===== src/hw/rtl/assert_macros.svh =====
// ---------------------------------------------------------------------------
// Assertion macros shared by the RTL files.
// ---------------------------------------------------------------------------
`ifndef ASSERT_MACROS_SVH
`define ASSERT_MACROS_SVH

// A property that must hold at every clock edge outside reset.
`define ASSERT_CLK(lbl, clk, rstn, prop, msg) \
	lbl: assert property (@(posedge clk) disable iff (!rstn) prop) else $error(msg);

// A condition that must never be seen at a clock edge outside reset.
`define ASSERT_NEVER(lbl, clk, rstn, cond, msg) \
	lbl: assert property (@(posedge clk) disable iff (!rstn) !(cond)) else $error(msg);

`endif


===== src/hw/rtl/dpdd_pkg.sv =====
// ---------------------------------------------------------------------------
// Dial pulse digit decoder package
// Register indexes, reset values and fixed constants of the decoder.
// ---------------------------------------------------------------------------
package dpdd_pkg;

	localparam int COUNT_WIDTH_DEF = 8;
	localparam int CFG_W           = 8;
	localparam int CFG_IDX_W       = 3;

	typedef enum logic [CFG_IDX_W-1:0] {
		CFG_PULSE_MIN      = 3'd0,
		CFG_PULSE_MAX      = 3'd1,
		CFG_DIGIT_GAP_MIN  = 3'd2,
		CFG_DIGIT_GAP_MAX  = 3'd3,
		CFG_NUMBER_GAP_MIN = 3'd4
	} cfg_reg_t;

	localparam logic [CFG_W-1:0] PULSE_MIN_RST      = 8'd8;
	localparam logic [CFG_W-1:0] PULSE_MAX_RST      = 8'd12;
	localparam logic [CFG_W-1:0] DIGIT_GAP_MIN_RST  = 8'd20;
	localparam logic [CFG_W-1:0] DIGIT_GAP_MAX_RST  = 8'd39;
	localparam logic [CFG_W-1:0] NUMBER_GAP_MIN_RST = 8'd40;

	localparam logic [3:0] PULSES_MAX = 4'd15;
	localparam logic [3:0] TEN_PULSES = 4'd10;

	localparam logic EVT_DIGIT      = 1'b0;
	localparam logic EVT_NUMBER_END = 1'b1;

endpackage


===== src/hw/rtl/dial_pulse_digit_decoder.sv =====
// ---------------------------------------------------------------------------
// Dial pulse digit decoder
// Counts high and low ticks of a sampled pulse line and reports dialled
// digits and number terminators.
// ---------------------------------------------------------------------------
// Usage: one line sample per request arrives on the input channel
// (in_valid, in_stall, line_level). A sample is taken at an edge where
// in_valid is high and in_stall low; it lands in an input register and is
// decoded when that register advances, when the counters and the result
// register are updated together. A sample causes no result or one result
// on the output channel (out_valid, out_stall, event_kind, digit_value,
// dial_fault), which is driven from the result register.
// Throughput is one sample per clock cycle unless the receiver stalls;
// the single update of the run counters sets that figure. When the receiver
// stalls, the result is held and the input register keeps its sample, so
// in_stall rises until the result is taken; a sample that gives no result
// still needs the result register to be free, since it may clear it.
// Configuration writes (cfg_valid, cfg_ready, cfg_index, cfg_data) are
// always ready; an index beyond the register list is ignored. Reset loads
// the default windows and clears the counters and both channels.
// ---------------------------------------------------------------------------
`include "assert_macros.svh"

module dial_pulse_digit_decoder
	import dpdd_pkg::*;
#(
	parameter int COUNT_WIDTH = COUNT_WIDTH_DEF
) (
	input  logic                 clk,
	input  logic                 arst_n,
	input  logic                 in_valid,
	output logic                 in_stall,
	input  logic                 line_level,
	output logic                 out_valid,
	input  logic                 out_stall,
	output logic                 event_kind,
	output logic [3:0]           digit_value,
	output logic                 dial_fault,
	input  logic                 cfg_valid,
	output logic                 cfg_ready,
	input  logic [CFG_IDX_W-1:0] cfg_index,
	input  logic [CFG_W-1:0]     cfg_data
);

	localparam int CMP_W = (COUNT_WIDTH > CFG_W) ? COUNT_WIDTH : CFG_W;
	localparam logic [COUNT_WIDTH-1:0] RUN_MAX = {COUNT_WIDTH{1'b1}};

	logic [CFG_W-1:0] pulse_min_q, pulse_max_q;
	logic [CFG_W-1:0] digit_gap_min_q, digit_gap_max_q, number_gap_min_q;

	logic valid_s1, level_s1;
	logic adv;

	logic                   last_level_q;
	logic [COUNT_WIDTH-1:0] high_run_q, low_run_q;
	logic [3:0]             pulses_q;
	logic                   fault_q;

	logic                   high_run_n, last_level_n;
	logic [COUNT_WIDTH-1:0] high_n, low_n;
	logic [3:0]             pulses_n;
	logic                   fault_n;
	logic                   emit_digit, emit_end;
	logic [3:0]             digit_n;
	logic                   error_n;

	logic                   out_valid_q, event_kind_q, dial_fault_q;
	logic [3:0]             digit_value_q;

	// Configuration
	assign cfg_ready = 1'b1;

	always_ff @(posedge clk or negedge arst_n) begin
		if (!arst_n) begin
			pulse_min_q      <= PULSE_MIN_RST;
			pulse_max_q      <= PULSE_MAX_RST;
			digit_gap_min_q  <= DIGIT_GAP_MIN_RST;
			digit_gap_max_q  <= DIGIT_GAP_MAX_RST;
			number_gap_min_q <= NUMBER_GAP_MIN_RST;
		end else if (cfg_valid && cfg_ready) begin
			unique case (cfg_reg_t'(cfg_index))
				CFG_PULSE_MIN:      pulse_min_q      <= cfg_data;
				CFG_PULSE_MAX:      pulse_max_q      <= cfg_data;
				CFG_DIGIT_GAP_MIN:  digit_gap_min_q  <= cfg_data;
				CFG_DIGIT_GAP_MAX:  digit_gap_max_q  <= cfg_data;
				CFG_NUMBER_GAP_MIN: number_gap_min_q <= cfg_data;
				default: ;
			endcase
		end
	end

	// Input register; it drains whenever the result register can take a result.
	assign adv      = valid_s1 && (!out_valid_q || !out_stall);
	assign in_stall = valid_s1 && !adv;

	always_ff @(posedge clk or negedge arst_n) begin
		if (!arst_n) begin
			valid_s1 <= 1'b0;
		end else if (!in_stall) begin
			valid_s1 <= in_valid;
		end
	end

	always_ff @(posedge clk) begin
		if (in_valid && !in_stall) begin
			level_s1 <= line_level;
		end
	end

	// Decode of one sample
	always_comb begin
		high_n       = high_run_q;
		low_n        = low_run_q;
		pulses_n     = pulses_q;
		fault_n      = fault_q;
		high_run_n   = 1'b0;
		emit_digit   = 1'b0;
		emit_end     = 1'b0;
		last_level_n = level_s1;
		if (level_s1) begin
			high_n = (high_run_q == RUN_MAX) ? high_run_q : high_run_q + 1'b1;
			low_n  = '0;
		end else begin
			low_n = (low_run_q == RUN_MAX) ? low_run_q : low_run_q + 1'b1;
			if (last_level_q) begin
				// A falling edge closes one pulse; check its high width.
				high_run_n = (CMP_W'(high_run_q) < CMP_W'(pulse_min_q)) ||
				             (CMP_W'(high_run_q) > CMP_W'(pulse_max_q));
				fault_n    = fault_q | high_run_n;
				pulses_n   = (pulses_q == PULSES_MAX) ? pulses_q : pulses_q + 1'b1;
				high_n     = '0;
			end
			emit_digit = (pulses_n != 4'd0) &&
			             (CMP_W'(low_n) >= CMP_W'(digit_gap_min_q)) &&
			             (CMP_W'(low_n) <= CMP_W'(digit_gap_max_q));
			// The terminator is only considered on a tick that gives no digit.
			emit_end   = !emit_digit && (CMP_W'(low_n) >= CMP_W'(number_gap_min_q));
		end
		digit_n = (pulses_n == TEN_PULSES) ? 4'd0 : pulses_n;
		error_n = fault_n;
		if (emit_digit || emit_end) begin
			pulses_n = 4'd0;
			fault_n  = 1'b0;
			low_n    = '0;
		end
	end

	always_ff @(posedge clk or negedge arst_n) begin
		if (!arst_n) begin
			last_level_q <= 1'b0;
			high_run_q   <= '0;
			low_run_q    <= '0;
			pulses_q     <= 4'd0;
			fault_q      <= 1'b0;
		end else if (adv) begin
			last_level_q <= last_level_n;
			high_run_q   <= high_n;
			low_run_q    <= low_n;
			pulses_q     <= pulses_n;
			fault_q      <= fault_n;
		end
	end

	// Result register
	always_ff @(posedge clk or negedge arst_n) begin
		if (!arst_n) begin
			out_valid_q <= 1'b0;
		end else if (adv && (emit_digit || emit_end)) begin
			out_valid_q <= 1'b1;
		end else if (!out_stall) begin
			out_valid_q <= 1'b0;
		end
	end

	always_ff @(posedge clk) begin
		if (adv && emit_digit) begin
			event_kind_q  <= EVT_DIGIT;
			digit_value_q <= digit_n;
			dial_fault_q  <= error_n;
		end else if (adv && emit_end) begin
			event_kind_q  <= EVT_NUMBER_END;
			digit_value_q <= 4'd0;
			dial_fault_q  <= 1'b0;
		end
	end

	assign out_valid   = out_valid_q;
	assign event_kind  = event_kind_q;
	assign digit_value = digit_value_q;
	assign dial_fault  = dial_fault_q;

	`ASSERT_CLK(a_end_fields_zero, clk, arst_n,
		(out_valid_q && event_kind_q == EVT_NUMBER_END) |->
			(digit_value_q == 4'd0 && !dial_fault_q),
		"number terminator carries a digit or an error")
	`ASSERT_CLK(a_result_clears_state, clk, arst_n,
		(adv && (emit_digit || emit_end)) |=>
			(low_run_q == '0 && pulses_q == 4'd0 && !fault_q && out_valid_q),
		"state not cleared after a result")
	`ASSERT_NEVER(a_no_result_when_high, clk, arst_n,
		adv && level_s1 && (emit_digit || emit_end),
		"result raised while the line is high")

endmodule


===== config.mk =====
export PLATFORM = sky130hd
export DESIGN_NAME = dial_pulse_digit_decoder
export DESIGN_NICKNAME = d
export VERILOG_FILES = /design/src/hw/rtl/dpdd_pkg.sv /design/src/hw/rtl/dial_pulse_digit_decoder.sv
export VERILOG_INCLUDE_DIRS = /design/src /design/src/hw/rtl
export SDC_FILE = /design/constraint.sdc
export NUM_CORES = 1
export LEC_CHECK = 0
export BUFFER_PORTS_ARGS = -buffer_cell sky130_fd_sc_hd__buf_2
export CORE_MARGIN = 4
export CORE_UTILIZATION = 55
export DETAILED_ROUTE_END_ITERATION = 7
export GPL_ROUTABILITY_DRIVEN = 1
export GPL_TIMING_DRIVEN = 0
export PLACE_DENSITY_LB_ADDON = 0.3
export REMOVE_ABC_BUFFERS = 1
export SLEW_MARGIN = 25
export SYNTH_ARGS = -nofsm -noshare
export SYNTH_HDL_FRONTEND = slang
export SYNTH_SLANG_ARGS = --single-unit

===== constraint.sdc =====
create_clock -name clk -period 3.2 [get_ports clk]
set_input_delay 0.96 -clock clk [delete_from_list [all_inputs] [get_ports clk]]
set_output_delay 0.96 -clock clk [all_outputs]
set_load 0.1 [all_outputs]

==> reports/metrics.yaml, run 1 <==
run_status:
  outcome: "finished with violations"
  violations: "negative setup slack"
setup_path:
  cpPeakStageDelay_ps: 410
  endpoint_kind: "register"
  startpoint_type: "register"
  required_ps: 3420
  crit_end: "low_run_q[7]"
  critPathKind: "register to register"
  r2r_setup_slack_ps: -9
  crit_chain: "ha_1, and3_2, nand3_4, nand4_1, xnor2_2, buf_4, ha_1, nand2_1, nor4_2, a21oi_2, buf_4, and3_2, a22o_1"
  crit_slowest_cell: "dfrtp_2"
  cp.depth: 13
  setup.worst_path.start: "low_run_q[0]"
  cp_max_fo: 7
  rr_startpoint: "low_run_q[0]"
  ff2ff_path_depth: 13
  cp_top_family: "simple AND/OR/NAND/NOR gates"
  crit_buf_inv: 2
  r2r-end: "low_run_q[7]"
  arrival_ps: 3430
clocking:
  insertion_delay_ps: 340
  postCtsHoldBufs: 0
  clockBufferDepth: 2
  cts_tree: "yes"
  clkSinkCount: 71
  clk_pin_slew_ps: 70
  htree_num_levels: 3
  numCtsBuffers: 9
  cts_root_buf: "clkbuf_8"
detailed_routing:
  final_antenna_net_count: 0
  vias_per_cell: 5.57
  drt-initial-drc-count: 114
  wirelength_um: 8550
  drt_pass1_iterations: 4
  dr_total_vias: 3140
  route.detailed.drc: 0
  detail_route.wl_per_cell_um: 15.2
timing:
  hold_viol: 0
  fin_ws_ps: -8.93
  skew_ps: 6.07
  fin_crit_sh: 1.00
  maxSlewHeadroom: 0.446
  worst_pin_slew_ps: 828
  finalSetupViolCount: 3
  fmax_mhz: 312
  layout_min_cycle_time_ps: 3210
  drv_slew: 0
cells_and_area:
  area_growth_pct: 13.8
  nets: 519
  final_cell_area_sq_um: 4660
  drive_gt1_frac: 0.196
  fill_cells: 609
  n_antenna_cell: 0
floorplan:
  pin_count: 26
  rows: 31
  die_area_sq_um: 8890
  start_util: 0.565
  die_x_um: 94.3
  die_h_um: 94.3
  core_area_sq_um: 7250
synthesis:
  synth.top_cells.by_count: "nand2_1 (57), dfrtp_1 (53), inv_1 (44)"
  ys_ff_latch: 71
  yosysSeqAreaShare: 0.443
  synth-main-ff-cell: "dfrtp_1"
  synth_top_area_share: 0.324
  yosysMostFrequentCell: "nand2_1"
  synthArstFlopShare: 0.901
  synth_edf_count: 6
  ys_types: 50
  yosysTopAreaCell: "dfrtp_1"
  synthCells: 430
  synth.avg_cell_area_sq_um: 9.53
  yosys-top-cells-area: "dfrtp_1 (32%), ha_1 (13%), dfstp_2 (7.1%)"
  yosysWarnings: 0
  synth_area_sq_um: 4100
global_route:
  grt_remaining_overflow: 0
  antenna_found_initial: 0
  grt_pass1_vias: 3155
  grt_pass1_wl_um: 14600
  grt_max_degree: 41
  grtUsageTotal: 0.209
place:
  hpwl_um: 6250
  port_buffers: 24
  gp_congestion: 0.839
  post_dp_cell_area_sq_um: 4300
power:
  power_density_nw_per_um2: 612
  irDropWorstVdd_v: 0.000350
  finalPower_mw: 2.85
  p_leak_nw: 2.20
min_path:
  hold_depth: 1
  min_path_type: "register to register"
job:
  drv_cap: 0
cells in the final DEF, fill, tap and decap left out, drive strengths merged, types with 6 or more instances in the layout:
master  synthesis  layout
nand2          57      57
dfrtp          53      53
inv            44      44
ha             42      42
o21ai          40      40
buf             6      31
nor2           27      27
a21oi          22      22
mux2           13      13
nand3          13      13
clkbuf          6      13
dfstp          11      11
nand4          11      11
nor3           10      10
a22o            7       7
o21a            6       6
edfxtp          6       6
logic make-up (layout without fill, tap and decap cells):
kind of cell / count (synthesis) / after routing / share of synthesized area
mux: 18 / 18 / 0.0480
simple gates: 139 / 139 / 0.159
buf+inv: 56 / 91 / 0.0574
xor+xnor: 7 / 7 / 0.0150
compound gates: 96 / 96 / 0.148
other cells: 1 / 1 / 0.000915
flops: 71 / 71 / 0.443
fa+ha+maj: 42 / 42 / 0.128
sequential cells by signal (all words and copies together) (netlist names), 4 cells and up:
register	flops
pulses_q	4
digit_value	4
digit_gap_min_q	8
low_run_q	8
number_gap_min_q	8
high_run_q	8
pulse_max_q	8
digit_gap_max_q	8
pulse_min_q	8
worst min-delay path by stage:
stage	end	from
2_1_floorplan	digit_gap_max_q[3]	digit_gap_max_q[3]
3_3_place_gp	event_kind	event_kind
3_5_place_dp	event_kind	event_kind
4_1_cts	event_kind	event_kind
5_1_grt	event_kind	event_kind
6_report	event_kind	event_kind
layout make-up:
type                            count  area, sq um  share of cell area
Multi-Input combinational cell    303         2150               0.460
Sequential cell                    71         1820               0.390
Timing Repair Buffer               31          188              0.0402
Inverter                           44          165              0.0354
Clock buffer                       13          159              0.0341
Tap cell                           99          124              0.0266
Clock inverter                      3         65.1              0.0140
worst reg2reg max path: cells and delay by family, from the launching register on:
family,cells,cell delay [ps]
AND/OR/NAND/NOR,6,1300
adder cells (fa/ha/maj),2,510
flip-flops,1,410
buffers and inverters,2,340
AO/OA/AOI/OAI,2,320
XOR/XNOR,1,220
routing by layer:
metal,track usage,vias up,wire length (um)
met5,0,-,0
met4,0.0686,0,140
met3,0.0288,13,186
met2,0.355,40,4340
met1,0.276,1527,3880
li1,-,1560,-
per-stage QoR:
stage	TNS (ps)	utilization	worst slack, ps	std cells	hold slack, ps
after floorplan	0	-	120	418	479
after global placement	-6560	0.589	-513	541	451
after detailed placement	-7800	0.593	-589	542	456
after CTS	0	0.634	32.0	560	476
after global routing	-2320	0.643	-169	564	500
final	-14.7	0.643	-8.93	564	470
report_power, final:
| group | leakage [nW] | switching (mW) | internal, mW |
|---|---|---|---|
| Clock | 0.114 | 0.330 | 0.482 |
| Combinational | 1.23 | 0.506 | 0.335 |
| Sequential | 0.854 | 0.113 | 1.09 |
repair_timing:
item,CTS,global route
endpoints found under the setup margin,24,21
pin swaps,4,6
buffers inserted,2,4
hold endpoints to repair,0,0
gates resized for setup,12,10
Note: power is estimated with default switching activity, not from simulation.
==> run 2: changes to the inputs <==
--- a/config.mk
+++ b/config.mk
@@ -7,6 +7,7 @@
 export NUM_CORES = 1
 export LEC_CHECK = 0
 export BUFFER_PORTS_ARGS = -buffer_cell sky130_fd_sc_hd__buf_2
+export CORE_ASPECT_RATIO = 0.75
 export CORE_MARGIN = 4
 export CORE_UTILIZATION = 55
 export DETAILED_ROUTE_END_ITERATION = 7
==> reports/metrics.yaml, run 2 (synthesis results as in run 1) <==
clocking:
  insertion_delay_ps: 350
  cts_tree: "yes"
  clk_pin_slew_ps: 80
  numCtsBuffers: 9
  postCtsHoldBufs: 0
  cts_root_buf: "clkbuf_8"
  htree_num_levels: 3
  clockBufferDepth: 2
  clkSinkCount: 71
setup_path:
  critPathKind: "register to register"
  startpoint_type: "register"
  crit_slowest_cell: "a2111oi_2"
  arrival_ps: 3330
  crit_chain: "ha_2, and3_4, nand3_4, xnor2_4, ha_1, nand2b_1, a2111oi_2, o31ai_2, nand4_2, buf_4, nand2_1, o32ai_1"
  required_ps: 3440
  endpoint_kind: "register"
  cpPeakStageDelay_ps: 460
  cp_max_fo: 7
cells_and_area:
  drive_gt1_frac: 0.191
  nets: 519
  seqCellArea_sq_um: 1820
  final_cell_mix: "nand2_1 (57), dfrtp_1 (52), inv_1 (44)"
  n_antenna_cell: 0
  final_cell_area_sq_um: 4620
  layout_commonest_cell: "nand2_1"
  area_growth_pct: 12.8
  multiInputGateArea_sq_um: 2130
  final_cell_count_no_fill: 563
  post-route-util: 0.657
  fill_cells: 580
detailed_routing:
  final_antenna_net_count: 0
  dr_total_vias: 3182
  route.detailed.drc: 0
  drt_pass1_iterations: 5
  wirelength_um: 8730
  vias_per_cell: 5.65
  detail_route.wl_per_cell_um: 15.5
  drt-initial-drc-count: 208
floorplan:
  die_area_sq_um: 8910
  die_x_um: 108
  rows: 26
  start_util: 0.583
  core_area_sq_um: 7030
  pin_count: 26
  die_h_um: 82.7
timing:
  finalSetupViolCount: 0
  maxSlewHeadroom: 0.410
  fin_crit_sh: 0.965
  skew_ps: 13.4
  fin_setup_tns_ps: 0
  layout_min_cycle_time_ps: 3090
  fmax_mhz: 324
  whs_ps: 475
  hold_viol: 0
  drv_slew: 0
  worst_pin_slew_ps: 881
global_route:
  grt_max_degree: 49
  grt_remaining_overflow: 0
  grt_use_met1: 0.296
  use_met3: 0.0622
  grt_pass1_vias: 3152
  antenna_found_initial: 0
  grt_util_met2: 0.347
  grt_pass1_wl_um: 15000
  grtUsageTotal: 0.217
  top_usage_layer: "met2"
place:
  gp_congestion: 0.819
  port_buffers: 24
  post_dp_cell_area_sq_um: 4320
  hpwl_um: 6310
  dp_cells: 542
min_path:
  min_path_type: "input port to asynchronous set/reset pin"
power:
  p_seq_frac: 0.440
  p_sw_mw: 0.966
  p_int_mw: 1.78
  irDropWorstVdd_v: 0.000303
  p_sw_frac: 0.351
  combPwrFrac: 0.306
  power_density_nw_per_um2: 595
  p_leak_nw: 2.17
  clkPwrFrac: 0.254
job:
  drv_cap: 0
run_status:
  outcome: "finished clean"
==> run 2: cell types whose count changed in the layout (fill, tap and decap cells not counted), moves of 2 or more <==
cell | before | now
clkbuf_1 | 2 | 0
clkbuf_8 | 11 | 9
clkinv_1 | 0 | 2
o21ai_0 | 35 | 37
==> run 2: stage by stage <==
step	power, mW	worst slack (ps)
3_3_place_gp	1.94	-505
6_report	2.75	113
5_1_grt	2.94	-5.47
3_5_place_dp	1.99	-513
2_1_floorplan	1.77	120
4_1_cts	2.73	35.1
==> run 2: cell type report <==
class / instances / area share
Clock inverter: 7 / 0.0138
Multi-Input combinational cell: 303 / 0.462
Timing Repair Buffer: 31 / 0.0423
Sequential cell: 71 / 0.393
Inverter: 44 / 0.0358
Clock buffer: 9 / 0.0268
Tap cell: 98 / 0.0265
==> run 2: timing repair <==
action                     4_1_cts  5_1_grt
buffers inserted                 2        3
gates resized for setup         12        6
pin swaps                        2        8
setup endpoints to repair       25       24
==> run 2: layer usage <==
| layer | up-vias | wire (um) |
|---|---|---|
| met3 | 9 | 526 |
| met4 | 0 | 68 |
| li1 | 1563 | - |
| met1 | 1526 | 4280 |
| met5 | - | 0 |
| met2 | 84 | 3850 |
==> run 2: worst max-delay path: cells and delay by family, from the launching register on <==
family,cells,cell delay (ps)
AO/OA/AOI/OAI,3,910
XOR/XNOR,1,240
adder cells (fa/ha/maj),2,470
buffers and inverters,1,150
flip-flops,1,400
AND/OR/NAND/NOR,5,800
==> run 2: power by group through the flow <==
| stage | Clock (mW) | Sequential, mW | Combinational [mW] |
|---|---|---|---|
| after floorplan | 0 | 1.23 | 0.538 |
| after global placement | 0 | 1.21 | 0.731 |
| after detailed placement | 0 | 1.22 | 0.770 |
| after CTS | 0.709 | 1.21 | 0.816 |
| after global routing | 0.759 | 1.23 | 0.952 |
| final | 0.697 | 1.21 | 0.841 |
==> run 2: worst paths after layout <==
kind | from | to | slack, ps | cells past startpoint
min in group clk | event_kind | event_kind | 480 | 1
worst max register to register | low_run_q[1] | pulses_q[1] | 110 | 12
worst max-delay path | low_run_q[1] | pulses_q[1] | 110 | 12
max in group asynchronous | arst_n | number_gap_min_q[5] | 2150 | 2
worst min register to register | event_kind | event_kind | 480 | 1
worst min-delay path | arst_n | number_gap_min_q[1] | 480 | 1
